<file path="config.mk">
export PLATFORM = sky130hd
export DESIGN_NAME = qpd_rate
export DESIGN_NICKNAME = d
export VERILOG_FILES = /design/src/qpd_pkg.sv /design/src/qpd_rate.sv
export SDC_FILE = /design/constraint.sdc
export NUM_CORES = 2
export LEC_CHECK = 0
export ABC_AREA = 0
export BUFFER_PORTS_ARGS = -buffer_cell sky130_fd_sc_hd__buf_2
export CORE_ASPECT_RATIO = 0.75
export CORE_UTILIZATION = 60
export DETAILED_ROUTE_END_ITERATION = 6
export PLACE_DENSITY = 0.77
export SKIP_CTS_REPAIR_TIMING = 1
export SLEW_MARGIN = 20
export SYNTH_ARGS = -nofsm -noshare
export SYNTH_HDL_FRONTEND = slang
export SYNTH_SLANG_ARGS = --single-unit
</file>
<file path="constraint.sdc">
create_clock -name clk -period 8.4 [get_ports clk]
set_input_delay 0.84 -clock clk [delete_from_list [all_inputs] [get_ports clk]]
set_output_delay 0.84 -clock clk [all_outputs]
set_load 0.03 [all_outputs]
</file>
<file path="src/qpd_pkg.sv">
// ----------------------------------------------------------------------------
// qpd_pkg
// Shared constants and types for the quaternion PD torque block.
// ----------------------------------------------------------------------------
package qpd_pkg;

  localparam int SAMPLE_WIDTH_DEF = 16;

  // mounting quaternion, Q1.14
  localparam logic signed [15:0] MNT_W = 16'sd14428;
  localparam logic signed [15:0] MNT_X = 16'sd5974;
  localparam logic signed [15:0] MNT_Y = -16'sd4579;
  localparam logic signed [15:0] MNT_Z = 16'sd1901;

  // transposed rotation matrix of the mounting quaternion, Q1.14
  localparam logic signed [15:0] ROT_T [3][3] = '{
    '{16'sd13383, 16'sd8, 16'sd9451},
    '{-16'sd6686, 16'sd11587, 16'sd9458},
    '{-16'sd6679, -16'sd11583, 16'sd9468}
  };

  localparam logic [2:0] REG_KP  = 3'd0;
  localparam logic [2:0] REG_KD  = 3'd1;
  localparam logic [2:0] REG_TRX = 3'd2;
  localparam logic [2:0] REG_TRY = 3'd3;
  localparam logic [2:0] REG_TRZ = 3'd4;

  localparam logic [47:0] KP_RESET = 48'h010001000100;

  typedef logic signed [31:0] torque_t;

endpackage

</file>
<file path="src/qpd_rate.sv">
// ----------------------------------------------------------------------------
// qpd_rate
// Rotate the body rate by the transposed mounting matrix (two stages).
// ----------------------------------------------------------------------------
module qpd_rate #(
  parameter int SW = qpd_pkg::SAMPLE_WIDTH_DEF
) (
  input  logic                  clk,
  input  logic [1:0]            en,
  input  logic signed [SW-1:0]  w_x,
  input  logic signed [SW-1:0]  w_y,
  input  logic signed [SW-1:0]  w_z,
  output logic signed [SW+17:0] rot [3]
);
  import qpd_pkg::*;

  logic signed [SW+15:0] pr_r [3][3];
  logic signed [SW+17:0] rot_r [3];

  always_ff @(posedge clk) begin
    for (int k = 0; k < 3; k++) begin
      if (en[0]) begin
        pr_r[k][0] <= w_x * ROT_T[k][0];
        pr_r[k][1] <= w_y * ROT_T[k][1];
        pr_r[k][2] <= w_z * ROT_T[k][2];
      end
      if (en[1])
        rot_r[k] <= (SW+18)'(pr_r[k][0]) + (SW+18)'(pr_r[k][1]) + (SW+18)'(pr_r[k][2]);
    end
  end

  assign rot = rot_r;

endmodule

</file>
==> load_flow_metrics.sql <==
INSERT INTO impl_metrics (metric_group, metric, value, unit) VALUES
('synthesis', 'synth_sequential_area_ratio', '0.229', ''),
('setup_path', 'cp_max_fo', '10', ''),
('floorplan', 'core-area', '0.0741', 'mm²'),
('setup_path', 'crit_buf_inv', '6', ''),
('grt', 'grt.total_usage', '0.313', ''),
('clock_tree', 'clock_tree_from_tritoncts', 'done', ''),
('synthesis', 'post_synthesis_cell_type_count', '74', ''),
('synthesis', 'synth_cells', '4219', ''),
('route', 'route.final.wire_length', '115', 'mm'),
('synthesis', 'post_synth_main_area_contributors', 'fa_1 (26%), edfxtp_1 (23%), ha_1 (21%)', ''),
('route', 'routedWlPerCell', '21.2', 'µm'),
('setup_path', 'regToRegEndpoint', 'rot[100]$_DFFE_PP_', ''),
('clock_tree', 'cts.path.max_buffers', '3', ''),
('synthesis', 'syn_avg_cell_area', '10.7', 'µm²'),
('route', 'post-route-drc-count', '0', ''),
('setup_path', 'cp_common_cell', 'inv_1', ''),
('setup_path', 'ff2ff_path_depth', '12', ''),
('grt', 'grt_overflow_total', '0', ''),
('setup_path', 'critical-path-top-delay-family', 'adder cells', ''),
('setup_path', 'path_cells', 'buf_2 -> ha_1 -> ha_1 -> fa_1 -> inv_1 -> fa_1 -> inv_1 -> fa_1 -> inv_1 -> fa_1 -> inv_1 -> ha_1 -> inv_1 -> nor2_1 -> or4_1 -> a31oi_1 -> o21ai_0 -> a221oi_1 -> nor3_1 -> a2111oi_2 -> o21ai_0 -> xor2_1', ''),
('route', 'detailroute.via_count', '30900', ''),
('timing', 'maximum_clock_rate', '0.149', 'GHz'),
('timing', 'worst_slew_margin_rel', '0.320', ''),
('clock_tree', 'cts_made_buffers', '41', ''),
('layout', 'syn_to_final_growth', '7.16', '%'),
('hold_path', 'hp-class', 'flip-flop to flip-flop', ''),
('layout', 'nets', '5794', ''),
('place', 'hpwlAfterDp', '96.4', 'mm'),
('layout', 'drive_gt1_frac', '0.0585', ''),
('setup_path', 'crit_path_start', 'w_z[4]', ''),
('timing', 'skew', '0.0368', 'ns'),
('grt', 'via_count_of_the_first_global_routing_pass', '31600', ''),
('setup_path', 'cp_data_arrival_time', '7.07', 'ns'),
('setup_path', 'setup.worst_path.end', 'pr_r[1][29]$_DFFE_PP_', ''),
('timing', 'timing_max_transition_violations_final', '0', ''),
('job', 'max_cap_violations', '0', ''),
('timing', 'fin_setup_tns', '0', 'ns'),
('synthesis', 'synth_fp_nets', '5619', ''),
('setup_path', 'critPathRequiredTime', '8.74', 'ns'),
('grt', 'antenna_found_initial', '2', ''),
('synthesis', 'synth_async_sr_flop_share', '0', ''),
('clock_tree', 'clock_sink_count', '346', ''),
('timing', 'timing.final.hold_violations', '0', ''),
('grt', 'largest_net_degree_at_the_start_of_global_routing', '117', ''),
('setup_path', 'path_depth', '22', ''),
('route', 'drtIter0Drc', '2784', ''),
('route', 'drt_pre_antenna_iters', '6', ''),
('timing', 'finalSetupViolations', '0', ''),
('place', 'quantity_of_i_o_buffers_inserted_on_ports', '152', ''),
('place', 'gp_routability_congestion', '1.01', ''),
('synthesis', 'synth_enable_flop_cells', '346', ''),
('route', 'antenna_violating_nets_post_route', '0', ''),
('setup_path', 'worst-r2r-setup-slack', '4.01', 'ns'),
('setup_path', 'critical-path-max-stage-delay', '0.58', 'ns'),
('floorplan', 'die_area', '0.0767', 'mm²'),
('synthesis', 'yosysWarningCount', '0', ''),
('synthesis', 'synth_top_cell_area_share', '0.265', ''),
('layout', 'final_cell_mix', 'inv_1 (996), ha_1 (750), fa_1 (599), edfxtp_1 (346), a21oi_1 (233)', ''),
('synthesis', 'syn_std_cell_area', '0.0453', 'mm²'),
('route', 'vias_per_cell', '5.74', ''),
('timing', 'period_minus_slack', '6.73', 'ns'),
('floorplan', 'start_util', '0.611', ''),
('setup_path', 'rr_startpoint', 'pr_r[2][35]$_DFFE_PP_', ''),
('floorplan', 'placementRows', '86', ''),
('floorplan', 'top_level_ports', '153', ''),
('setup_path', 'worst-setup-path-type', 'input pin to flip-flop', ''),
('setup_path', 'timing.critical_path.from_type', 'input pin', ''),
('run_status', 'outcome', 'finished clean', ''),
('floorplan', 'die_w', '319', 'µm'),
('clock_tree', 'h-tree-depth', '2', ''),
('floorplan', 'die-height', '240', 'µm');
## stage by stage
stage          area [µm²]   util  setup slack [ns]  hold WS [ns]  std cells
2_1_floorplan       45300      -              1.44         0.493       4219
3_3_place_gp        47300  0.638              1.22         0.600       5319
3_5_place_dp        47300  0.638              1.19         0.588       5319
4_1_cts             48600  0.655              1.80         0.581       5392
5_1_grt             48600  0.655              1.34         0.596       5392
6_report            48600  0.655              1.67         0.589       5393
## layer usage
| metal | vias to the layer above | share of wire | track usage |
|---|---|---|---|
| met5 | - | 0 | 0 |
| met4 | 0 | 0.021 | 0.0680 |
| met3 | 126 | 0.094 | 0.0681 |
| met2 | 1134 | 0.43 | 0.464 |
| met1 | 15400 | 0.46 | 0.469 |
| li1 | 14300 | - | - |
## cells by family after synthesis
group / count (synthesis) / share of synthesized area
flops: 346 / 0.229
simple gates: 439 / 0.0476
mux: 10 / 0.00229
compound gates: 725 / 0.102
fa+ha+maj: 1350 / 0.472
xor+xnor: 320 / 0.0618
buf+inv: 1029 / 0.0852
## how the worst min path moves through the flow
stage                               start                     to  slack [ns]  cells past startpoint
floorplan           pr_r[2][32]$_DFFE_PP_      rot[34]$_DFFE_PP_        0.49                      0
global placement    pr_r[2][32]$_DFFE_PP_      rot[34]$_DFFE_PP_        0.60                      0
detailed placement  pr_r[2][32]$_DFFE_PP_      rot[34]$_DFFE_PP_        0.59                      0
CTS                                w_y[5]  pr_r[2][37]$_DFFE_PP_        0.58                      1
global route        pr_r[2][32]$_DFFE_PP_      rot[34]$_DFFE_PP_        0.60                      0
finish              pr_r[2][32]$_DFFE_PP_      rot[34]$_DFFE_PP_        0.59                      0
## state kept, by name, indices dropped and copies added, names as in the netlist
name  count
rot     102
pr_r    244
## layout make-up
type	count	area, µm²
antenna	1	2.50
clock buffer	49	1060
clock inverter	24	240
fill	5701	25600
inverter	998	3750
multi-input combinational	2844	31100
sequential	346	10400
tap	968	1210
timing repair buffer	163	856
## cells in the mapped netlist (18+ instances only)
library cell,instances
nand3_1,35
nand2b_1,37
nand4_1,18
a211oi_1,18
inv_1,997
and3_1,27
a21o_1,118
o21ai_0,146
o21bai_1,41
a21oi_1,233
nand2_1,101
xor2_1,89
clkbuf_1,28
ha_1,750
fa_1,599
nor2_1,115
nor3_1,32
nor2b_1,23
o21a_1,33
xnor2_1,231
edfxtp_1,346
a31oi_1,28
## worst register-to-register path: cells and delay by family (launching register included)
| family | cells | cell delay [ns] |
|---|---|---|
| simple gates | 3 | 1.02 |
| flops | 1 | 0.52 |
| fa+ha+maj | 2 | 0.76 |
| compound gates | 7 | 1.91 |
Power is left out: the tool's default activity adds up to more than one toggle a clock period on the data nets, which glitch-free logic cannot reach.
