$ cat src/qpd_pkg.sv
// ----------------------------------------------------------------------------
// qpd_pkg
// Shared constants and types for the quaternion PD torque block.
// ----------------------------------------------------------------------------
package qpd_pkg;

  localparam int SAMPLE_WIDTH_DEF = 16;

  // mounting quaternion, Q1.14
  localparam logic signed [15:0] MNT_W = 16'sd14428;
  localparam logic signed [15:0] MNT_X = 16'sd5974;
  localparam logic signed [15:0] MNT_Y = -16'sd4579;
  localparam logic signed [15:0] MNT_Z = 16'sd1901;

  // transposed rotation matrix of the mounting quaternion, Q1.14
  localparam logic signed [15:0] ROT_T [3][3] = '{
    '{16'sd13383, 16'sd8, 16'sd9451},
    '{-16'sd6686, 16'sd11587, 16'sd9458},
    '{-16'sd6679, -16'sd11583, 16'sd9468}
  };

  localparam logic [2:0] REG_KP  = 3'd0;
  localparam logic [2:0] REG_KD  = 3'd1;
  localparam logic [2:0] REG_TRX = 3'd2;
  localparam logic [2:0] REG_TRY = 3'd3;
  localparam logic [2:0] REG_TRZ = 3'd4;

  localparam logic [47:0] KP_RESET = 48'h010001000100;

  typedef logic signed [31:0] torque_t;

endpackage

$ cat src/qpd_mount.sv
// ----------------------------------------------------------------------------
// qpd_mount
// Two-stage Hamilton product q * m: registered products, then rounded sum.
// ----------------------------------------------------------------------------
module qpd_mount #(
  parameter int SW = qpd_pkg::SAMPLE_WIDTH_DEF
) (
  input  logic                 clk,
  input  logic                 en0,
  input  logic                 en1,
  input  logic signed [SW-1:0] q_w,
  input  logic signed [SW-1:0] q_x,
  input  logic signed [SW-1:0] q_y,
  input  logic signed [SW-1:0] q_z,
  output logic signed [SW-1:0] p_w,
  output logic signed [SW-1:0] p_x,
  output logic signed [SW-1:0] p_y,
  output logic signed [SW-1:0] p_z
);
  import qpd_pkg::*;

  localparam int PW = SW + 16;
  localparam int SUMW = PW + 2;

  logic signed [PW-1:0] pr_r [16];
  logic signed [PW-1:0] pr_nxt [16];
  logic signed [SUMW-1:0] s [4];
  logic signed [SW-1:0] p_nxt [4];
  logic signed [SW-1:0] p_r [4];

  always_comb begin
    pr_nxt[0]  = PW'(q_w * MNT_W);  pr_nxt[1]  = PW'(q_x * MNT_X);
    pr_nxt[2]  = PW'(q_y * MNT_Y);  pr_nxt[3]  = PW'(q_z * MNT_Z);
    pr_nxt[4]  = PW'(q_w * MNT_X);  pr_nxt[5]  = PW'(q_x * MNT_W);
    pr_nxt[6]  = PW'(q_y * MNT_Z);  pr_nxt[7]  = PW'(q_z * MNT_Y);
    pr_nxt[8]  = PW'(q_w * MNT_Y);  pr_nxt[9]  = PW'(q_x * MNT_Z);
    pr_nxt[10] = PW'(q_y * MNT_W);  pr_nxt[11] = PW'(q_z * MNT_X);
    pr_nxt[12] = PW'(q_w * MNT_Z);  pr_nxt[13] = PW'(q_x * MNT_Y);
    pr_nxt[14] = PW'(q_y * MNT_X);  pr_nxt[15] = PW'(q_z * MNT_W);
  end

  always_comb begin
    s[0] = SUMW'(pr_r[0]) - SUMW'(pr_r[1]) - SUMW'(pr_r[2]) - SUMW'(pr_r[3]);
    s[1] = SUMW'(pr_r[4]) + SUMW'(pr_r[5]) + SUMW'(pr_r[6]) - SUMW'(pr_r[7]);
    s[2] = SUMW'(pr_r[8]) - SUMW'(pr_r[9]) + SUMW'(pr_r[10]) + SUMW'(pr_r[11]);
    s[3] = SUMW'(pr_r[12]) + SUMW'(pr_r[13]) - SUMW'(pr_r[14]) + SUMW'(pr_r[15]);
  end

  // round half up, then clamp to SW bits
  for (genvar i = 0; i < 4; i++) begin : g_rnd
    logic signed [SUMW-1:0] rs;
    logic signed [SUMW-15:0] sh;
    localparam logic signed [SUMW-15:0] HI = (SUMW-14)'((1 <<< (SW-1)) - 1);
    localparam logic signed [SUMW-15:0] LO = -HI - 1;
    always_comb begin
      rs = s[i] + SUMW'(8192);
      sh = rs[SUMW-1:14];
      if (sh > HI)      p_nxt[i] = HI[SW-1:0];
      else if (sh < LO) p_nxt[i] = LO[SW-1:0];
      else              p_nxt[i] = sh[SW-1:0];
    end
  end

  always_ff @(posedge clk) begin
    if (en0) pr_r <= pr_nxt;
    if (en1) p_r <= p_nxt;
  end

  assign p_w = p_r[0];
  assign p_x = p_r[1];
  assign p_y = p_r[2];
  assign p_z = p_r[3];

endmodule

$ cat config.mk
export PLATFORM = sky130hd
export DESIGN_NAME = qpd_mount
export DESIGN_NICKNAME = d
export VERILOG_FILES = /design/src/qpd_pkg.sv /design/src/qpd_mount.sv
export SDC_FILE = /design/constraint.sdc
export NUM_CORES = 2
export LEC_CHECK = 0
export ABC_AREA = 1
export BUFFER_PORTS_ARGS = -buffer_cell sky130_fd_sc_hd__buf_4
export CELL_PAD_IN_SITES_DETAIL_PLACEMENT = 1
export CELL_PAD_IN_SITES_GLOBAL_PLACEMENT = 1
export CORE_MARGIN = 3
export CORE_UTILIZATION = 53
export DETAILED_ROUTE_END_ITERATION = 10
export HOLD_SLACK_MARGIN = 0.12
export PLACE_DENSITY_LB_ADDON = 0.1
export SETUP_SLACK_MARGIN = 0.2
export SYNTH_ARGS = -nofsm -noshare
export SYNTH_HDL_FRONTEND = slang
export SYNTH_SLANG_ARGS = --single-unit
export TNS_END_PERCENT = 30
$ cat constraint.sdc
create_clock -name clk -period 8.1 [get_ports clk]
set_clock_uncertainty 0.2 [all_clocks]
set_input_delay 0.81 -clock clk [delete_from_list [all_inputs] [get_ports clk]]
set_output_delay 0.81 -clock clk [all_outputs]
set_load 0.02 [all_outputs]
==> impl_metrics.toml <==
[status]
status = "completed"

[layout]
final_common_cell = "inv_1"
stdcell_area_um2 = 97700
final_cell_mix = "inv_1, ha_1, fa_1"
nNetsFinal = 12900
areaGrowthSynthToFinish_pct = 6.88
drive_gt1_frac = 0.0396
fillCellCount = 19600

[floorplanning]
die_y_um = 421
coreArea_um2 = 170000
initial_core_util = 0.536
io_pins = 131
die_w_um = 421
core.rowCount = 151
dieArea_um2 = 177000

[global_routing]
grt_pass1_vias = 75300
grt_max_degree = 170
grt_use_met1 = 0.474
grt_pass1_wl_um = 484000
overflow = 0
antenna_found_initial = 25
top_usage_layer = "met2"
grt_use_total = 0.370
grtUsageMet3 = 0.0632
gr-usage-met2 = 0.600

[clocking]
clock_latency_ps = 710
cts_tree = "yes"
clk_pin_slew_ps = 60
cts.sinks = 504
cts_setup_buffers = 0
cts_buffer_depth = 3
cts_resized = 0
cts_buffers = 70
clockRootBuffer = "clkbuf_16"
h-tree-depth = 3
cts_hold_buf = 0

[logic_synthesis]
async_flop_share = 0
synth-main-ff-cell = "edfxtp_1"
ys_seq_elements = 504
ys_types = 57
syn_avg_cell_area_um2 = 9.41
syn_inst = 9718
synth_largest_area_cell = "fa_1"
synth_area_um2 = 91400
seq_area_frac_synth = 0.166
synthTopCellsByArea = "fa_1, ha_1, edfxtp_1"
synth_edf_count = 504
ys_warn_count = 0
synthesis.nets = 12700
yosysTopAreaCellShare = 0.314

[sta]
hold_viol_final = 0
relSlewSlack = 0.150
max_clock_freq_mhz = 154
final_max_slew_viol_count = 0
finalCritPeriodShare = 0.804
worst_pin_slew_ps = 1270
tns_ps = 0
finalCriticalPeriod_ps = 6510
rsz0062_at_grt = "no"
setup_viol = 0

[run]
cap_violations = 0

[detailed_routing]
route.vias.total = 67400
drt_pass1_iterations = 5
drtIter0Drc = 4415
drc_errors = 0
via_per_inst = 5.49
wl_um = 324000
ant_nets = 0
post_drt_wl_per_cell_um = 26.4

[placed_design]
place_area_um2 = 95300
gp_congestion = 1.04
place.port_buffers = 130
hpwlAfterDp_um = 285000

[worst_setup_path]
end_kind = "register"
cp-start-kind = "primary input"
required_ps = 8320
worstPathArrival_ps = 6730
critPathKind = "primary input to register"
critPathMaxFanout = 45

[worst_hold_path]
min_path_type = "primary input to register"
## registers in the layout, summed over array words and instances, names as in the netlist
name and cells:
p_y 16, p_x 16, p_w 16, pr_r 440, p_z 16
## metrics by stage
step / util / instances / setup slack (ps) / hold slack [ps]
after floorplan: - / 9718 / 1960 / 709
after global placement: 0.559 / 12100 / 1160 / 972
after detailed placement: 0.559 / 12100 / 966 / 972
after CTS: 0.573 / 12300 / 1680 / 260
after global routing: 0.573 / 12300 / 1400 / 285
final: 0.573 / 12300 / 1590 / 309
## synth_stat cells (7+ instances only)
cell type,number
inv_1,2886
ha_1,1472
fa_1,1434
nand2_1,1148
a21oi_1,510
edfxtp_1,504
xor2_1,353
nor2_1,285
o21ai_0,250
xnor2_1,202
nand3_1,182
nor3_1,51
nand2_2,49
nand4_1,48
o21bai_1,34
o21a_1,29
a21boi_0,23
a21o_1,23
a31oi_1,23
nor2_2,22
o21ai_1,18
inv_2,15
o221ai_1,15
o31ai_1,14
and2_1,12
clkbuf_1,12
nor2_4,11
nand3b_1,10
o211ai_1,10
nor4_1,8
or2_2,8
a21boi_1,7
## cell type report
class                   count  area, µm²  share of cell area
clock buffers              73       1760              0.0180
well taps                2295       2870              0.0294
flip-flops and latches    504      15100               0.155
repair buffers            153       1180              0.0121
diodes                      3       7.51           0.0000768
clock inverters            52        589             0.00603
multi-input cells        6291      65300               0.668
inverters                2902      10900               0.111
## critical path: stages
cell      delay (ps)
buf_4            500
ha_1             600
fa_1             580
xor2_1           200
fa_1             530
inv_1             50
fa_1             450
fa_1             510
inv_1             50
ha_1             400
nand2_1          140
nor2_1           140
inv_1             90
nor3_1           290
a21oi_1          220
o21ai_0          380
a21boi_0         320
o211ai_1         300
xor2_1           100
## metal layers
layer  share of wire  vias to the layer above  wire length [µm]
li1                -                    30200                 -
met1            0.41                    34700            131000
met2            0.46                     1914            150000
met3           0.063                      647             20500
met4           0.068                       10             21900
met5         0.00019                        -                61
## worst paths after layout
| kind | slack [ps] | startpoint | end | cells past startpoint |
|---|---|---|---|---|
| worst min register to register | 990 | pr_r[493] | p_w[0] | 5 |
| worst min-delay path | 310 | en1 | p_x[14] | 1 |
| worst max register to register | 2490 | pr_r[192] | p_x[6] | 18 |
| worst max-delay path | 1590 | q_y[15] | pr_r[60] | 19 |
## kinds of logic after synthesis
logic type	after synthesis	synth area share
adder cells (fa/ha/maj)	2906	0.516
AO/OA/AOI/OAI	979	0.0593
flip-flops	504	0.166
XOR/XNOR	555	0.0532
AND/OR/NAND/NOR	1851	0.0859
buffers and inverters	2923	0.121
Power is left out: the tool's default activity adds up to more than one toggle a clock period on the data nets, which glitch-free logic cannot reach.
